<file path="src/k_best_descriptor_matcher_core_assert.svh">
// assertion helpers for the matcher core
`ifndef K_BEST_DESCRIPTOR_MATCHER_CORE_ASSERT_SVH
`define K_BEST_DESCRIPTOR_MATCHER_CORE_ASSERT_SVH
`ifndef SYNTHESIS
// property that must hold at every edge out of reset
`define KBDM_ASSERT(lbl, ck, rn, prop, msg) \
	lbl: assert property (@(posedge ck) disable iff (!rn) (prop)) else $error(msg);
// property that must hold in the cycle after a trigger
`define KBDM_ASSERT_NEXT(lbl, ck, rn, trig, prop, msg) \
	lbl: assert property (@(posedge ck) disable iff (!rn) (trig) |=> (prop)) else $error(msg);
`else
`define KBDM_ASSERT(lbl, ck, rn, prop, msg)
`define KBDM_ASSERT_NEXT(lbl, ck, rn, trig, prop, msg)
`endif
`endif

</file>
<file path="src/kbdm_ram.sv">
module kbdm_ram #(
	parameter int WIDTH = 16,
	parameter int DEPTH = 128
) (
	input  logic                     clk,
	input  logic                     we,
	input  logic [$clog2(DEPTH)-1:0] waddr,
	input  logic [WIDTH-1:0]         wdata,
	input  logic                     re,
	input  logic [$clog2(DEPTH)-1:0] raddr,
	output logic [WIDTH-1:0]         rdata
);

	logic [WIDTH-1:0] mem_q [DEPTH];

	// one write port, one registered read port
	always_ff @(posedge clk) begin
		if (we) begin
			mem_q[waddr] <= wdata;
		end
		if (re) begin
			rdata <= mem_q[raddr];
		end
	end

endmodule

</file>
<file path="config.mk">
export PLATFORM = sky130hd
export DESIGN_NAME = kbdm_ram
export DESIGN_NICKNAME = d
export VERILOG_FILES = /design/src/k_best_descriptor_matcher_core_assert.svh /design/src/kbdm_ram.sv
export SDC_FILE = /design/constraint.sdc
export NUM_CORES = 2
export LEC_CHECK = 0
export BUFFER_PORTS_ARGS = -buffer_cell sky130_fd_sc_hd__buf_4
export CORE_UTILIZATION = 50
export DETAILED_ROUTE_END_ITERATION = 16
export MAX_ROUTING_LAYER = met4
export PLACE_DENSITY = 0.65
export SYNTH_ARGS = -nofsm -noshare
export SYNTH_HDL_FRONTEND = slang
export SYNTH_SLANG_ARGS = --single-unit
</file>
<file path="constraint.sdc">
create_clock -name clk -period 3.15 [get_ports clk]
set_input_delay 0.1575 -clock clk [delete_from_list [all_inputs] [get_ports clk]]
set_output_delay 0.1575 -clock clk [all_outputs]
set_load 0.03 [all_outputs]
</file>
==> results by group <==
Run status
  • Status: complete, no violations

Pwr
  • Worst IR Drop VDD: approximately 0.64 mV
  • Leak Pwr: about 0.028 uW
  • Power per cell area: around 630 nW/um^2

Floorplan
  • Core region area: around 160,000 sq um
  • Starting density of the core: between 50% and 60%
  • Die area: 159,000 sq um
  • Chip Width: approximately 400 um
  • Core Rows: 145
  • Die Y: approximately 400 um
  • I/O pin count: 49

Worst setup path
  • Worst setup startpoint: mem_q[63][9]
  • Worst EP required: between 3 and 4 ns
  • RR Endpoint: rdata[9]
  • Worst stage delay on the critical path: slightly below 0.6 ns
  • Buf/Inv on CP: 0
  • Worst setup SP type: flip-flop
  • FF-to-FF setup slack: 0.51 ns
  • Critical path's top delay family: multiplexers
  • CP Capture Type: flip-flop
  • CP max stage cell: mux4_2
  • R2r startpoint: mem_q[63][9]
  • Cell Chain, Critical Path: mux4_2 > mux4_2 > mux4_2 > mux2_2
  • WP depth: 4
  • R2R cell count: 4
  • Arrival time at the worst endpoint: 3.24 ns
  • Crit path max fanout: 1
  • CP Class: reg2reg
  • Cell mode on critical path: mux4_2

GRT
  • Gr usage total: about a quarter
  • Vias in the first global route: between 30k and 40k
  • Grt ovf: 0
  • First-pass GRT wire length: 274,000 um
  • Pin count of the biggest net entering global routing: approximately 130
  • Initial antenna violation count: 30

Timing
  • Fmax: roughly 380 MHz
  • Endpoints failing setup: 0
  • Fin. max-slew vios: 0
  • Final Hold Viols: 0
  • Worst Skew: between 0.03 and 0.04 ns
  • Minimum clock period after layout: 2.64 ns
  • Tcrit/Tclk final: 83.7%
  • Max_slew headroom: 17.2%
  • Setup WS post-layout: 0.514 ns
  • Worst Tran Pin Value: 1.24 ns
  • RSZ-0062 raised after global routing: false
  • Sum Neg Setup Slack: 0 ns

Final layout
  • Layout net count: approximately 3.5k
  • Commonest non-fill, non-tap cell in the layout: edfxtp_1
  • Non-Filler Instances: 5,692
  • Synthesis-to-finish area growth: 14.6%
  • Share of cells above drive strength 1: ~36%
  • # fillers: approximately 11k
  • Most frequent cells in the layout: edfxtp_1, mux4_2, buf_4, clkbuf_16, nor2_1

CTS
  • H-tree levels: 4
  • Reg clk slew, reported paths: about 0.07 ns
  • CTS tree: done
  • Number of clock sinks: 2,064
  • Num CTS Buffers: between 150 and 200
  • CTS Root Cell: clkbuf_16
  • Skew-Pair Late Insertion Delay: 0.85 ns
  • CTS Buffer Depth: 3

Logic synthesis
  • Top post-synthesis cells by area: edfxtp_1, mux4_2, nor2_1
  • Mux contribution to synthesized area: 19.5%
  • Synth warnings: 0
  • Post-synthesis sequential area ratio: between 70% and 80%
  • Simple-gate share of the synthesized area: less than 1%
  • Post-Synthesis Cells: about 3k
  • Net Count, Synth: roughly 3.1k
  • Synthesized cell area: about 79,000 sq um
  • Post-synth top area cell: edfxtp_1
  • Share of the synthesized area in the top cell type: between 70% and 80%
  • Complex-gate fraction of the synthesized area: 0%
  • Largest family of logic cells by synthesized area: multiplexers
  • Avg Inst Size Synth: 25.5 sq um
  • Synth unique cells: 16
  • Synthesized flop and latch total: slightly above 2k
  • Adder and majority gate portion of the synthesized area: 0%
  • Xor/xnor share of the synthesized area: 0%

Routing
  • Via count: roughly 36k
  • Via-to-Cell Ratio: 6.34
  • Post-route ant nets: 0
  • First drt pass iteration count: 5
  • Wire length per cell: between 30 and 40 um
  • Detailed Route Iter0 Violations: ~5.3k
  • Drc violations: 0
  • Overall routed net length: ~200,000 um

Worst hold path
  • Hold path depth: 1
  • Worst min-delay path class: in2reg
  • Worst hold endpoint: mem_q[97][12]
  • Hold path startpoint: wdata[12]

Flow run
  • Max cap viols: 0

Placed design
  • Cells after DPL: approximately 5.3k
  • Worst slack at placement: -0.104 ns
  • GP Congestion: 0.820
  • PortBufs: 48
  • Post-DP HPWL: around 120,000 um
[worst register-to-register path, delay by kind of cell (launching register included)]
kind,cells,cell delay (ns)
flip-flops,1,0.37
multiplexers,4,2.02
[power by group]
part           total, uW  switching [uW]  internal (uW)
logic               2990            1750           1250
registers          30400            83.5          30400
clock network      23200            9990          13200
total              56600           11800          44800
[synth_stat cells, drive strengths merged]
| master | n |
|---|---|
| edfxtp | 2064 |
| mux4 | 672 |
| nor2 | 122 |
| buf | 82 |
| clkbuf | 82 |
| mux2 | 16 |
| nand2 | 14 |
| nand3 | 12 |
| nor3 | 9 |
| nor2b | 7 |
| nand4 | 3 |
| nand2b | 2 |
| or3 | 1 |
[area by class of cell]
cell class,instances,area (sq um),share of cell area (%)
clock buffers,235,5090,5.65
well taps,2058,2570,2.86
flip-flops and latches,2064,62000,68.8
diodes,17,42.5,0.0472
repair buffers,335,3190,3.54
clock inverters,125,1200,1.33
multi-input cells,858,16100,17.8
[flip-flops by register name, summed over array words and instances, names as in the netlist]
name	flops
mem_q	2048
rdata	16
[worst max-delay path by stage]
stage | end | slack, ns
floorplan | rdata[0] | 0.36
global placement | rdata[0] | -0.10
detailed placement | rdata[0] | -0.10
CTS | rdata[2] | 0.53
global route | rdata[2] | 0.49
finish | rdata[9] | 0.51
[repair_timing]
item | in CTS | in global routing
hold buffers | 15 | 0
gates resized for setup | 0 | 0
hold endpoints to repair | 666 | 0
buffers inserted | 0 | 0
[logic make-up (layout without fill, tap and decap cells)]
| family | after synthesis | count (layout) |
|---|---|---|
| other | 0 | 17 |
| flip-flops | 2064 | 2064 |
| AND/OR/NAND/NOR | 170 | 170 |
| buffers and inverters | 164 | 695 |
| multiplexers | 688 | 688 |
[metal layers]
layer	global-route usage, %	part of all wire (%)
met1	35.8	39
met2	39.6	49
met3	5.56	10
met4	6.66	2.4
met5	-	0
[stage by stage]
stage	power, uW	utilization, %	hold WS (ns)	cell area [sq um]
after floorplan	32500	-	0.256	78700
after global routing	58000	57.7	0.0241	90100
after global placement	33900	53.6	0.610	83700
after detailed placement	34000	53.6	0.618	83700
final	56600	57.7	0.0287	90100
after CTS	56900	57.7	0.00295	90100
Power figures use the tool's default switching activity.
